`config.mk`:
```
export PLATFORM = sky130hd
export DESIGN_NAME = aoc_front
export DESIGN_NICKNAME = d
export VERILOG_FILES = /design/src/rtl/aoc_pkg.sv /design/src/rtl/aoc_front.sv
export SDC_FILE = /design/constraint.sdc
export NUM_CORES = 1
export LEC_CHECK = 0
export BUFFER_PORTS_ARGS = -buffer_cell sky130_fd_sc_hd__buf_2
export CORE_MARGIN = 2
export CORE_UTILIZATION = 56
export CTS_BUF_LIST = sky130_fd_sc_hd__clkbuf_8
export DETAILED_ROUTE_END_ITERATION = 12
export PLACE_DENSITY_LB_ADDON = 0.1
export SLEW_MARGIN = 40
export SYNTH_ARGS = -nofsm -noshare
export SYNTH_HDL_FRONTEND = slang
export SYNTH_SLANG_ARGS = --single-unit
export TNS_END_PERCENT = 20
```
`constraint.sdc`:
```
create_clock -name clk -period 2.4 [get_ports clk]
set_input_delay 0.12 -clock clk [delete_from_list [all_inputs] [get_ports clk]]
set_output_delay 0.12 -clock clk [all_outputs]
set_load 0.01 [all_outputs]
```
`src/rtl/aoc_pkg.sv`:
```
package aoc_pkg;

    localparam int BLOCK_BYTES = 16;
    localparam int NUM_STREAMS = 2;
    localparam int MAX_STREAMS = 4;
    localparam int POS_W       = 4;
    localparam logic [POS_W-1:0] POS_LAST = 4'd15;
    localparam int KEY_W       = 64;
    localparam int BLK_W       = 128;
    localparam int ROUNDS      = 10;
    localparam logic [3:0] ROUND_LAST = 4'd10;
    localparam int FIFO_DEPTH  = 2;

    typedef enum logic [0:0] {
        REG_KEY_LOW  = 1'b0,
        REG_KEY_HIGH = 1'b1
    } reg_idx_t;

    typedef struct packed {
        logic       we;
        reg_idx_t   index;
        logic [KEY_W-1:0] data;
    } cfg_wr_t;

    typedef struct packed {
        logic [7:0] data;
        logic       last;
    } item_t;

    localparam logic [7:0] SBOX [256] = '{
        8'h63,8'h7c,8'h77,8'h7b,8'hf2,8'h6b,8'h6f,8'hc5,8'h30,8'h01,8'h67,8'h2b,8'hfe,8'hd7,8'hab,8'h76,
        8'hca,8'h82,8'hc9,8'h7d,8'hfa,8'h59,8'h47,8'hf0,8'had,8'hd4,8'ha2,8'haf,8'h9c,8'ha4,8'h72,8'hc0,
        8'hb7,8'hfd,8'h93,8'h26,8'h36,8'h3f,8'hf7,8'hcc,8'h34,8'ha5,8'he5,8'hf1,8'h71,8'hd8,8'h31,8'h15,
        8'h04,8'hc7,8'h23,8'hc3,8'h18,8'h96,8'h05,8'h9a,8'h07,8'h12,8'h80,8'he2,8'heb,8'h27,8'hb2,8'h75,
        8'h09,8'h83,8'h2c,8'h1a,8'h1b,8'h6e,8'h5a,8'ha0,8'h52,8'h3b,8'hd6,8'hb3,8'h29,8'he3,8'h2f,8'h84,
        8'h53,8'hd1,8'h00,8'hed,8'h20,8'hfc,8'hb1,8'h5b,8'h6a,8'hcb,8'hbe,8'h39,8'h4a,8'h4c,8'h58,8'hcf,
        8'hd0,8'hef,8'haa,8'hfb,8'h43,8'h4d,8'h33,8'h85,8'h45,8'hf9,8'h02,8'h7f,8'h50,8'h3c,8'h9f,8'ha8,
        8'h51,8'ha3,8'h40,8'h8f,8'h92,8'h9d,8'h38,8'hf5,8'hbc,8'hb6,8'hda,8'h21,8'h10,8'hff,8'hf3,8'hd2,
        8'hcd,8'h0c,8'h13,8'hec,8'h5f,8'h97,8'h44,8'h17,8'hc4,8'ha7,8'h7e,8'h3d,8'h64,8'h5d,8'h19,8'h73,
        8'h60,8'h81,8'h4f,8'hdc,8'h22,8'h2a,8'h90,8'h88,8'h46,8'hee,8'hb8,8'h14,8'hde,8'h5e,8'h0b,8'hdb,
        8'he0,8'h32,8'h3a,8'h0a,8'h49,8'h06,8'h24,8'h5c,8'hc2,8'hd3,8'hac,8'h62,8'h91,8'h95,8'he4,8'h79,
        8'he7,8'hc8,8'h37,8'h6d,8'h8d,8'hd5,8'h4e,8'ha9,8'h6c,8'h56,8'hf4,8'hea,8'h65,8'h7a,8'hae,8'h08,
        8'hba,8'h78,8'h25,8'h2e,8'h1c,8'ha6,8'hb4,8'hc6,8'he8,8'hdd,8'h74,8'h1f,8'h4b,8'hbd,8'h8b,8'h8a,
        8'h70,8'h3e,8'hb5,8'h66,8'h48,8'h03,8'hf6,8'h0e,8'h61,8'h35,8'h57,8'hb9,8'h86,8'hc1,8'h1d,8'h9e,
        8'he1,8'hf8,8'h98,8'h11,8'h69,8'hd9,8'h8e,8'h94,8'h9b,8'h1e,8'h87,8'he9,8'hce,8'h55,8'h28,8'hdf,
        8'h8c,8'ha1,8'h89,8'h0d,8'hbf,8'he6,8'h42,8'h68,8'h41,8'h99,8'h2d,8'h0f,8'hb0,8'h54,8'hbb,8'h16
    };

    localparam logic [7:0] RCON [ROUNDS] = '{
        8'h01,8'h02,8'h04,8'h08,8'h10,8'h20,8'h40,8'h80,8'h1b,8'h36
    };

    function automatic logic [7:0] xtime(input logic [7:0] a);
        return {a[6:0], 1'b0} ^ (a[7] ? 8'h1b : 8'h00);
    endfunction

    // Next round key from the current one; byte 0 sits in the top bits
    function automatic logic [BLK_W-1:0] key_step(input logic [BLK_W-1:0] rk,
                                                  input logic [7:0] rc);
        logic [31:0] w0, w1, w2, w3, t, n0, n1, n2, n3;
        w0 = rk[127:96];
        w1 = rk[95:64];
        w2 = rk[63:32];
        w3 = rk[31:0];
        t  = {SBOX[w3[23:16]] ^ rc, SBOX[w3[15:8]], SBOX[w3[7:0]], SBOX[w3[31:24]]};
        n0 = w0 ^ t;
        n1 = w1 ^ n0;
        n2 = w2 ^ n1;
        n3 = w3 ^ n2;
        return {n0, n1, n2, n3};
    endfunction

    // SubBytes, ShiftRows and, except in the final round, MixColumns
    function automatic logic [BLK_W-1:0] aes_round(input logic [BLK_W-1:0] s,
                                                   input logic fin);
        logic [7:0] sb [16];
        logic [7:0] ob [16];
        logic [7:0] a0, a1, a2, a3, all;
        logic [BLK_W-1:0] res;
        for (int r = 0; r < 4; r++) begin
            for (int c = 0; c < 4; c++) begin
                sb[r + 4*c] = SBOX[s[127 - 8*(r + 4*((c + r) % 4)) -: 8]];
            end
        end
        for (int c = 0; c < 4; c++) begin
            a0  = sb[4*c];
            a1  = sb[4*c + 1];
            a2  = sb[4*c + 2];
            a3  = sb[4*c + 3];
            all = a0 ^ a1 ^ a2 ^ a3;
            if (fin) begin
                ob[4*c]     = a0;
                ob[4*c + 1] = a1;
                ob[4*c + 2] = a2;
                ob[4*c + 3] = a3;
            end
            else begin
                ob[4*c]     = a0 ^ all ^ xtime(a0 ^ a1);
                ob[4*c + 1] = a1 ^ all ^ xtime(a1 ^ a2);
                ob[4*c + 2] = a2 ^ all ^ xtime(a2 ^ a3);
                ob[4*c + 3] = a3 ^ all ^ xtime(a3 ^ a0);
            end
        end
        for (int i = 0; i < 16; i++) begin
            res[127 - 8*i -: 8] = ob[i];
        end
        return res;
    endfunction

endpackage

```
`src/rtl/aoc_front.sv`:
```
module aoc_front #(
    parameter int NUM_STREAMS = aoc_pkg::NUM_STREAMS,
    parameter int SW = (NUM_STREAMS > 1) ? $clog2(NUM_STREAMS) : 1
) (
    input  logic                clk,
    input  logic                rst_n,
    input  logic                push,
    output logic                full,
    input  logic [7:0]          data_byte,
    input  logic                stream_sel,
    input  logic                call_end,
    output logic                head_valid,
    output aoc_pkg::item_t      head_item,
    output logic [SW-1:0]       head_sid,
    input  logic                head_take
);

    aoc_pkg::item_t  item_reg [aoc_pkg::FIFO_DEPTH];
    logic [SW-1:0]   sid_reg  [aoc_pkg::FIFO_DEPTH];
    logic            wr_ptr_reg, wr_ptr_next;
    logic            rd_ptr_reg, rd_ptr_next;
    logic [1:0]      count_reg, count_next;
    logic            do_push, do_pop;
    logic [SW-1:0]   sid_in;

    // Out-of-range selects fall onto the last stream
    assign sid_in = (int'(stream_sel) >= NUM_STREAMS) ? SW'(NUM_STREAMS - 1) : SW'(stream_sel);

    assign full       = (count_reg == 2'(aoc_pkg::FIFO_DEPTH));
    assign head_valid = (count_reg != 2'd0);
    assign head_item  = item_reg[rd_ptr_reg];
    assign head_sid   = sid_reg[rd_ptr_reg];
    assign do_push    = push && !full;
    assign do_pop     = head_take && head_valid;

    always_comb
    begin
        wr_ptr_next = do_push ? !wr_ptr_reg : wr_ptr_reg;
        rd_ptr_next = do_pop ? !rd_ptr_reg : rd_ptr_reg;
        count_next  = count_reg + 2'(do_push) - 2'(do_pop);
    end

    always_ff @(posedge clk or negedge rst_n)
    begin
        if (!rst_n)
        begin
            wr_ptr_reg <= 1'b0;
            rd_ptr_reg <= 1'b0;
            count_reg  <= 2'd0;
        end
        else
        begin
            wr_ptr_reg <= wr_ptr_next;
            rd_ptr_reg <= rd_ptr_next;
            count_reg  <= count_next;
        end
    end

    always_ff @(posedge clk)
    begin
        if (do_push)
        begin
            item_reg[wr_ptr_reg] <= '{data: data_byte, last: call_end};
            sid_reg[wr_ptr_reg]  <= sid_in;
        end
    end

endmodule

```
; ---- Yosys cells after proc, flatten, opt, wreduce, memory -nomap -nowiden
; Memories as Yosys holds them, arrays and structs flattened.
; Cells that the tools add are included.
[totals]
memories = 2
rom_bits = 0
out_inout_bits = 12
latchBits = 0
wordCells = 16
ramBits = 20
ff_bits = 4
inputBits = 14
[mem_list]
columns = name, depth, word_bits, rd, rd_ports_with_merged_regs, write_ports, line_no
row1 = item_reg, 2, 9, 1, 0, 1, aoc_front.sv:18  ; aoc_pkg::item_t item_reg [aoc_pkg::FIFO_DEPTH];
row2 = sid_reg, 2, 1, 1, 0, 1, aoc_front.sv:19  ; logic [SW-1:0] sid_reg [aoc_pkg::FIFO_DEPTH];
[op_classes]
mul = 0
n_eq_ne = 1
n_bitwise = 0
mux = 2
n_lt_le_gt_ge = 0
addsub = 2
n_div = 0
shift = 0
reduce_logical = 6
[op_table]
columns = cell, count
row1 = logical NOT 1 bit, 3
row2 = adder 2 x 1 -> 2 bit, 1
row3 = "equality test 2 bit, second input constant", 1
row4 = logical AND 1 bit, 2
row5 = 2-to-1 mux 1 bit, 2
row6 = nonzero test 2 bit, 1
row7 = subtractor 2 x 1 -> 2 bit, 1

; ---- Depth between registers and ports, before layout
; Gate-level depths: netlist (run 1).
[logic_depth]
word_depth = 5
mapped_depth = 7
depth_no_buf = 7

; ---- Least setup slack after synthesis (run 1)
; No wires, ideal clock.
[synth_path]
kind = register to register
start = register count_reg[1]
end = register count_reg[1]
path_slack_ns = 0.759
stages_incl_launch_ff = 8
required_time_ns = 2.277
arrival_ns = 1.519
setup_ns = 0.123
path_cell_list = dfrtp_1 -> or2_4 -> and2_4 -> ha_1 -> inv_1 -> ha_1 -> xnor2_1 -> xnor2_1
[synth_lines]
columns = item, line_no
row1 = from (decl), aoc_front.sv:22  ; logic [1:0] count_reg, count_next;
row2 = from (signal assigned), aoc_front.sv:55  ; count_reg <= count_next;
row3 = nonzero test 2 bit, aoc_front.sv:30  ; assign head_valid = (count_reg != 2'd0);
row4 = named net head_valid, aoc_front.sv:12  ; output logic head_valid,
row5 = logical AND 1 bit, aoc_front.sv:34  ; assign do_pop = head_take && head_valid;
row6 = named net do_pop, aoc_front.sv:23  ; logic do_push, do_pop;
row7 = subtractor 2 x 1 -> 2 bit, aoc_front.sv:40  ; count_next = count_reg + 2'(do_push) - 2'(do_pop);
row8 = named net count_next[1], aoc_front.sv:22
; The timed path passes the listed nets, and every way through them passes these cells.
; A chain may end at the register's enable or synchronous reset.

; ---- Worst setup path after layout (run 1)
[layout_path]
start = register count_reg[1]
end = register count_reg[1]
[layout_lines]
columns = item, line_no
row1 = nonzero test 2 bit, aoc_front.sv:30
row2 = logical AND 1 bit, aoc_front.sv:34
row3 = named net do_pop, aoc_front.sv:23
row4 = subtractor 2 x 1 -> 2 bit, aoc_front.sv:40
row5 = named net count_next[1], aoc_front.sv:22
; The timed path passes the listed nets, and every way through them passes these cells.

==> impl_metrics.yaml, run 1 <==
status:
  outcome: "completed"
cts:
  cts_root_buffer: "clkbuf_8"
  cts_resized: 0
  cts_tree: "built"
  htree_num_levels: 1
  clkLatencyLatePin_ns: 0.26
  clock_path_buffers: 2
  clkSinkCount: 24
  cts_buffers: 3
  path_clk_slew_ns: 0.08
critical_path:
  endpoint_kind: "register"
  arrival_ns: 1.89
  required_ns: 2.59
  path_max_fanout: 3
  worstRegToRegCells: 7
  path_class: "register to register"
  cp_slowest_stage_delay_ns: 0.41
  slowest_stage: "dfrtp_1"
  path_cells: "or2_4, and2_4, ha_1, inv_1, ha_1, xnor2_1, xnor2_1"
  critPathLaunchType: "register"
sta:
  layout_setup_ws_ns: 0.6969
  period_needed_ns: 1.703
  relSlewSlack: 0.6955
  hold_violations: 0
  clock_skew_ns: 0.002813
  min_period_over_period: 0.7096
  finalSetupViolCount: 0
  fin_setup_tns_ns: 0
  rsz0062_at_grt: "false"
  worst_slew_pin_slew_ns: 0.4567
  maxSlewViolCount: 0
  timing.fmax_ghz: 0.5872
  hold_slack_ns: 0.04047
die:
  die_height_um: 44.61
  die_area_um2: 1990
  die_w_um: 44.61
  core_area_um2: 1524
  initial_core_util: 0.6059
  io_pins: 26
  rows: 14
cells_and_area:
  diodes: 0
  instances_no_fill: 95
  final_util: 0.7562
  drive_gt1_frac: 0.5316
  area_growth_pct: 24.80
  fillers: 98
  fin_nets: 96
  largest_reg_flops: 18
synthesis:
  avgSynthCellArea_um2: 18.84
  synth_cell_type_count: 14
  synth_edf_count: 20
  syn_inst: 49
  syn_area_um2: 923.4
  synth_common_cells: "edfxtp_1, mux2_2, dfrtp_1"
  synth_top_cell_area_share: 0.6504
  yosys.area.top_type: "edfxtp_1"
  synth.most_common_cell: "edfxtp_1"
  ys_ff_latch: 24
  ys_seq_area_frac: 0.7588
  ys.flop_type: "edfxtp_1"
  yosysWarnings: 0
  yosys-top-cells-area: "edfxtp_1, mux2_2, dfrtp_1"
  ys_async_sr_fraction: 0.1667
  synth_fp_nets: 65
power:
  p_sw_frac: 0.2722
  combPwrFrac: 0.304
  power.density_nw_per_um2: 1235
  p_switching_uw: 387.3
  internal_power_uw: 1036
  power_frac_clock: 0.240
  p_leak_uw: 0.0004753
  ir_drop_uv: 939.5
  seqPwrFrac: 0.456
global_route:
  grt-ovfl-total: 0
  grt_pass1_vias: 481
  grt_max_degree: 15
  grt_pass1_wl_um: 2152
  gr-usage-all-layers: 0.1629
  antenna_found_initial: 0
placement:
  dp_hpwl_um: 992.8
  gp_congestion: 0.6861
  placed_cells: 90
  place_ws_ns: 0.7323
  place.port_buffers: 25
detailed_routing:
  drc: 0
  post_drt_wl_per_cell_um: 14.26
  num_vias: 496
  drt_iter0_drc: 2
  viasPerCell: 5.221
  drtAntennaViolNets: 0
  first_pass_iters: 2
  drt_wl_total_um: 1355
min_path:
  hold_depth: 1
  hold_class: "primary input to register"
flow_run:
  drv_cap: 0
## per-layer routing
layer | up-vias | global-route usage | routed length [um]
met1 | 237 | 0.1816 | 526
li1 | 237 | - | -
met4 | 0 | 0.09091 | 31
met5 | - | 0 | 0
met3 | 4 | 0.05306 | 86
met2 | 18 | 0.2725 | 712
## power groups by stage
stage	registers [uW]	clock network, uW	logic (uW)
final	649	341	433
after global routing	662	360	481
after CTS	653	348	442
after detailed placement	664	0	438
after global placement	658	0	433
after floorplan	620	0	329
## final timing paths
check                                       to  slack [ns]    startpoint
worst min-delay path            item_reg[0][8]        0.04  data_byte[7]
worst min register to register      wr_ptr_reg        0.50    wr_ptr_reg
max in group asynchronous         count_reg[1]        2.07         rst_n
min in group asynchronous           wr_ptr_reg        0.21         rst_n
worst max-delay path              count_reg[1]        0.70  count_reg[1]
worst max register to register    count_reg[1]        0.70  count_reg[1]
## cells in the final DEF, fill, tap and decap left out
cell type,n
buf_2,25
edfxtp_1,20
mux2_2,10
dfrtp_1,4
xnor2_1,3
clkbuf_8,3
inv_1,2
ha_1,2
or2_4,1
and2_4,1
nand2b_1,1
nand2_1,1
nor2_1,1
and3_1,1
xor2_1,1
bufinv_16,1
dlygate4sd3_1,1
buf_4,1
## cell type report
type                       instances  area (um2)  share of cell area
inverter                           2       7.507            0.006515
sequential                        24       700.7              0.6080
clock inverter                     1       30.03             0.02606
tap                               16       20.02             0.01737
timing repair buffer              27       142.6              0.1238
multi-input combinational         22       210.2              0.1824
clock buffer                       3       41.29             0.03583
## worst max-delay path, delay by kind of cell (launching register included)
family | cells | cell delay, ns
fa+ha+maj | 2 | 0.45
simple gates | 2 | 0.42
flops | 1 | 0.41
xor+xnor | 2 | 0.32
buf+inv | 1 | 0.04
## cells by family after synthesis
family | count (synthesis) | synth area share
XOR/XNOR | 4 | 0.03795
adder cells (fa/ha/maj) | 2 | 0.02710
buffers and inverters | 3 | 0.01355
flip-flops | 24 | 0.7588
multiplexers | 10 | 0.1220
AND/OR/NAND/NOR | 6 | 0.04065
## metrics by stage
step                      instance area [um2]  total power [uW]
after floorplan                         923.4             948.5
after global placement                   1071              1091
after detailed placement                 1071              1102
after CTS                                1152              1443
after global routing                     1152              1503
final                                    1152              1423
## what timing repair did
item                      CTS  global route
setup buffers               0             0
hold buffers                1             0
hold endpoints to repair    4             0
No activity file was read; power rests on OpenSTA's default activity.
==> run 2: changes to the inputs <==
Settings changed: ABC_AREA set to 1, CORE_UTILIZATION 56 to 53.
Clock period 2.4 ns to 1.7 ns, I/O delays scaled along.
==> run 2 against run 1 <==
Synthesized cell count increased by 73%; non-clock buffer count increased by 1; combinational power increased by 56%; sequential share of layout area decreased by 1.2 points; final cell count increased by 47%; power increased by 33%; critical path type unchanged; sequential power increased by 39%; maximum frequency increased by 18%; core utilization decreased by 7.6 points; critical endpoint unchanged; cell area increased by 2.0%.
==> impl_metrics.yaml, run 2 <==
cts:
  clkLatencyLatePin_ns: 0.25
  cts_buffers: 3
  cts_resized: 0
  hold_buffers: 1
  cts_setup_buffers: 0
  path_clk_slew_ns: 0.07
  cts_tree: "built"
  htree_num_levels: 1
  clkSinkCount: 24
  cts_root_buffer: "clkbuf_8"
  clock_path_buffers: 2
critical_path:
  path_cells: "inv_1, nand2_2, nand2_1, inv_1, ha_1, inv_1, ha_1, inv_1, nand2_1, nand2_1"
  slowest_stage: "dfrtp_1"
  required_ns: 1.84
  critPathLaunchType: "register"
  arrival_ns: 1.58
  path_max_fanout: 3
  crit_top_cell: "inv_1"
  path_class: "register to register"
  crit_family: "adder cells"
  crit_buf_inv: 4
  cp_slowest_stage_delay_ns: 0.40
  endpoint_kind: "register"
cells_and_area:
  drive_gt1_frac: 0.2870
  final_util: 0.6804
  fillers: 130
  layout_common_cells: "nand2_1, buf_2, edfxtp_1"
  diodes: 0
  mostFrequentLayoutCell: "nand2_1"
  fin_nets: 132
  largest_reg_flops: 18
  fin_area_um2: 1175
  area_growth_pct: 21.48
detailed_routing:
  viasPerCell: 4.557
  first_pass_iters: 4
  post_drt_wl_per_cell_um: 10.29
  drc: 0
  num_vias: 638
  drt_iter0_drc: 5
  drt_wl_total_um: 1441
  drtAntennaViolNets: 0
synthesis:
  avgSynthCellArea_um2: 11.38
  yosys-top-cells-area: "edfxtp_1, nand2_1, dfrtp_1"
  ys_async_sr_fraction: 0.1667
  ys_ff_latch: 24
  syn_inst: 85
  synth_edf_count: 20
  synth_fp_nets: 101
  synth.most_common_cell: "nand2_1"
  yosys.area.top_type: "edfxtp_1"
  synth_common_cells: "nand2_1, edfxtp_1, inv_1"
  ys.flop_type: "edfxtp_1"
  syn_area_um2: 967.2
  synth_top_cell_area_share: 0.6210
  ys_seq_area_frac: 0.7245
  synth_cell_type_count: 11
  yosysWarnings: 0
power:
  p_switching_uw: 658.3
  combPwrFrac: 0.358
  p_sw_frac: 0.3483
  power.density_nw_per_um2: 1609
  ir_drop_uv: 1236
  p_leak_uw: 0.0005751
  seqPwrFrac: 0.478
  p_total_uw: 1890
  power_frac_clock: 0.164
  internal_power_uw: 1232
placement:
  place_area_um2: 1120
  place.port_buffers: 25
  gp_congestion: 0.7865
  dp_hpwl_um: 1104
sta:
  worst_slew_pin_slew_ns: 0.4133
  fin_setup_tns_ns: 0
  maxSlewViolCount: 0
  min_period_over_period: 0.8493
  rsz0062_at_grt: "false"
  clock_skew_ns: 0.002306
  period_needed_ns: 1.444
  hold_violations: 0
  finalSetupViolCount: 0
  timing.fmax_ghz: 0.6926
  relSlewSlack: 0.7245
global_route:
  grt-ovfl-total: 0
  gr-usage-all-layers: 0.1557
  grt_max_degree: 14
  grt_pass1_wl_um: 2318
  antenna_found_initial: 0
  grt_pass1_vias: 600
flow_run:
  drv_cap: 0
die:
  die_w_um: 46.72
  rows: 15
  initial_core_util: 0.5601
  core_area_um2: 1727
  io_pins: 26
  die_height_um: 46.72
  die_area_um2: 2183
status:
  outcome: "completed"
min_path:
  hold_class: "primary input to register"
==> run 2: final timing paths <==
| path | start | to | slack [ns] | depth (start not counted) |
|---|---|---|---|---|
| worst max-delay path | count_reg[1] | count_reg[1] | 0.26 | 10 |
| worst min-delay path | data_byte[4] | item_reg[0][5] | 0.02 | 1 |
| worst max register to register | count_reg[1] | count_reg[1] | 0.26 | 10 |
| worst min register to register | wr_ptr_reg | wr_ptr_reg | 0.48 | 2 |
| max in group asynchronous | rst_n | count_reg[1] | 1.41 | 2 |
| min in group asynchronous | rst_n | count_reg[0] | 0.16 | 2 |
==> run 2: per-layer routing <==
| metal | share of wire | global-route usage |
|---|---|---|
| met5 | 0 | 0 |
| met4 | 0.0069 | 0.05000 |
| met3 | 0.049 | 0.03529 |
| met2 | 0.53 | 0.3000 |
| met1 | 0.41 | 0.1662 |
==> run 2: layout make-up <==
cell class,instances,area [um2],area share
timing repair buffer,28,150.1,0.1278
clock buffer,3,41.29,0.03514
tap,25,31.28,0.02662
multi-input combinational,49,210.2,0.1789
inverter,10,37.54,0.03195
clock inverter,1,3.754,0.003195
sequential,24,700.7,0.5964
==> run 2: per-stage QoR <==
stage / hold WS (ns) / cells / setup WS [ns]
after global routing: 0.006329 / 140 / 0.1105
final: 0.01838 / 140 / 0.2562
after CTS: 0.01470 / 140 / 0.2521
after detailed placement: -0.1026 / 135 / 0.2688
after global placement: -0.1030 / 135 / 0.3789
after floorplan: -0.2106 / 85 / 0.3270
==> run 2: cells by family after synthesis <==
family	share of synthesized area
AND/OR/NAND/NOR	0.1915
buffers and inverters	0.05821
adder cells (fa/ha/maj)	0.02587
flip-flops	0.7245
==> run 2: worst register-to-register path, cell delays in order (launching register included) <==
cell,delay (ns)
dfrtp_1,0.40
inv_1,0.09
nand2_2,0.06
nand2_1,0.08
inv_1,0.05
ha_1,0.28
inv_1,0.06
ha_1,0.15
inv_1,0.05
nand2_1,0.06
nand2_1,0.06
==> run 2: power groups by stage <==
| stage | Clock [uW] | Sequential, uW | Combinational (uW) |
|---|---|---|---|
| floorplan | 0 | 870 | 493 |
| global placement | 0 | 909 | 662 |
| detailed placement | 0 | 917 | 690 |
| CTS | 319 | 904 | 694 |
| global route | 344 | 919 | 795 |
| finish | 310 | 903 | 677 |
==> run 3: changes to the inputs <==
Clock period 1.7 ns to 1.4 ns, I/O delays scaled along.
==> run 3 against run 2 <==
Combinational power rose by 51%; die area is the same; setup slack worse by 0.21 ns; first-iteration DRC count increased by 20%; via count grew 8.2%; non-clock buffer count up 13; clock power increased by 90%; wire length is 22% higher; critical path type unchanged; highest routed layer unchanged.
==> impl_metrics.yaml, run 3 (synthesized netlist as in run 2, its figures left out) <==
status:
  outcome: "completed"
sta:
  timing.fmax_ghz: 0.7361
  period_needed_ns: 1.359
  worst_slew_pin_slew_ns: 0.2444
  hold_violations: 0
  hold_slack_ns: 0.06123
  fin_setup_tns_ns: 0
  maxSlewViolCount: 0
  min_period_over_period: 0.9704
  finalSetupViolCount: 0
  clock_skew_ns: 0.003925
  relSlewSlack: 0.8371
cts:
  clkSinkCount: 24
  cts_buffers: 3
  htree_num_levels: 1
  path_clk_slew_ns: 0.08
  clkLatencyLatePin_ns: 0.26
  cts_tree: "built"
  clock_path_buffers: 2
  cts_root_buffer: "clkbuf_8"
critical_path:
  path_max_fanout: 3
  worstRegToRegCells: 9
  r2r_slack_ns: 0.04
  arrival_ns: 1.52
  cp_slowest_stage_delay_ns: 0.43
  endpoint_kind: "register"
  crit_family: "flip-flops"
  crit_buf_inv: 3
  required_ns: 1.56
  r2r-end: "count_reg[1]"
  critPathLaunchType: "register"
  path_cells: "inv_2, nand2_2, nand2_2, inv_2, ha_4, inv_2, ha_4, nand3_2, nand2_1"
  slowest_stage: "dfrtp_1"
  path_class: "register to register"
  worstReg2RegStart: "count_reg[0]"
  crit_top_cell: "inv_2"
cells_and_area:
  layout_common_cells: "nand2_1, buf_2, edfxtp_1"
  largest_reg_flops: 18
  fin_nets: 145
  drive_gt1_frac: 0.3594
  diodes: 0
  mostFrequentLayoutCell: "nand2_1"
  area_growth_pct: 40.49
placement:
  dp_hpwl_um: 1081
  gp_congestion: 0.7805
  place.port_buffers: 25
die:
  die_area_um2: 2183
  die_w_um: 46.72
  initial_core_util: 0.5601
  rows: 15
  die_height_um: 46.72
  io_pins: 26
  core_area_um2: 1727
global_route:
  grt-ovfl-total: 0
  grt_pass1_vias: 581
  gr-usage-all-layers: 0.1582
  grt_max_degree: 15
  grt_pass1_wl_um: 2256
  antenna_found_initial: 0
detailed_routing:
  viasPerCell: 4.510
  drt_iter0_drc: 6
  drc: 0
  first_pass_iters: 4
  drtAntennaViolNets: 0
  drt_wl_total_um: 1754
  post_drt_wl_per_cell_um: 11.46
  num_vias: 690
min_path:
  hold_class: "primary input to register"
  min_from: "head_take"
  hold_depth: 3
  holdPathEnd: "rd_ptr_reg"
power:
  power.density_nw_per_um2: 1984
  ir_drop_uv: 1571
  p_leak_uw: 0.0006418
  p_total_uw: 2695
flow_run:
  drv_cap: 0
==> run 3: cell types whose count changed in the layout (fill, tap and decap cells not counted), moves of 3 or more <==
| cell | change |
|---|---|
| dlygate4sd3_1 | +10 |
| inv_1 | -4 |
| inv_2 | +4 |
| buf_4 | +3 |
==> run 3: worst register-to-register path, stage by stage, from the launching register on <==
cell and delay, ns:
dfrtp_1 0.43, inv_2 0.08, nand2_2 0.06, nand2_2 0.08, inv_2 0.05, ha_4 0.26
inv_2 0.04, ha_4 0.15, nand3_2 0.07, nand2_1 0.05
==> run 3: what timing repair did <==
item                       4_1_cts  5_1_grt
resized for setup                0       10
buffers inserted                 0        0
setup endpoints to repair        0        2
hold buffers                    11        0
hold endpoints to repair        24        0
==> run 3: how the worst max path moves through the flow <==
| stage | from | endpoint | slack [ns] | cells after the start |
|---|---|---|---|---|
| global placement | count_reg[0] | count_reg[1] | 0.08 | 10 |
| global route | count_reg[0] | count_reg[1] | -0.01 | 9 |
| detailed placement | count_reg[1] | count_reg[1] | 0.02 | 10 |
| CTS | count_reg[1] | count_reg[1] | 0.007 | 10 |
| floorplan | count_reg[1] | item_reg[1][0] | 0.03 | 3 |
| finish | count_reg[0] | count_reg[1] | 0.04 | 9 |
==> run 3: metrics by stage <==
step	utilization	setup slack [ns]	instances	instance area, um2
3_5_place_dp	0.6616	0.02057	138	1142
2_1_floorplan	-	0.02704	85	967.2
3_3_place_gp	0.6616	0.07772	138	1142
6_report	0.7870	0.04150	153	1359
5_1_grt	0.7870	-0.01485	153	1359
4_1_cts	0.7667	0.006543	153	1324
==> run 3: area by class of cell <==
class                           instances  area (um2)
Sequential cell                        24       700.7
Fill cell                             120       367.9
Timing Repair Buffer                   41       272.8
Multi-Input combinational cell         49       245.2
Clock buffer                            3       41.29
Inverter                               10       37.54
Tap cell                               25       31.28
Clock inverter                          1       30.03
==> run 3: where the power goes <==
group	switching [uW]	internal, uW
Combinational	600	417
Clock	208	382
Sequential	100	989
==> run 3: metal layers <==
layer,GRT usage,vias up,wire (um),share of wire
met5,0,-,0,0
met4,0.1000,0,27,0.015
met3,0.03529,4,59,0.034
met2,0.2778,16,942,0.54
met1,0.1714,315,725,0.41
li1,-,355,-,-
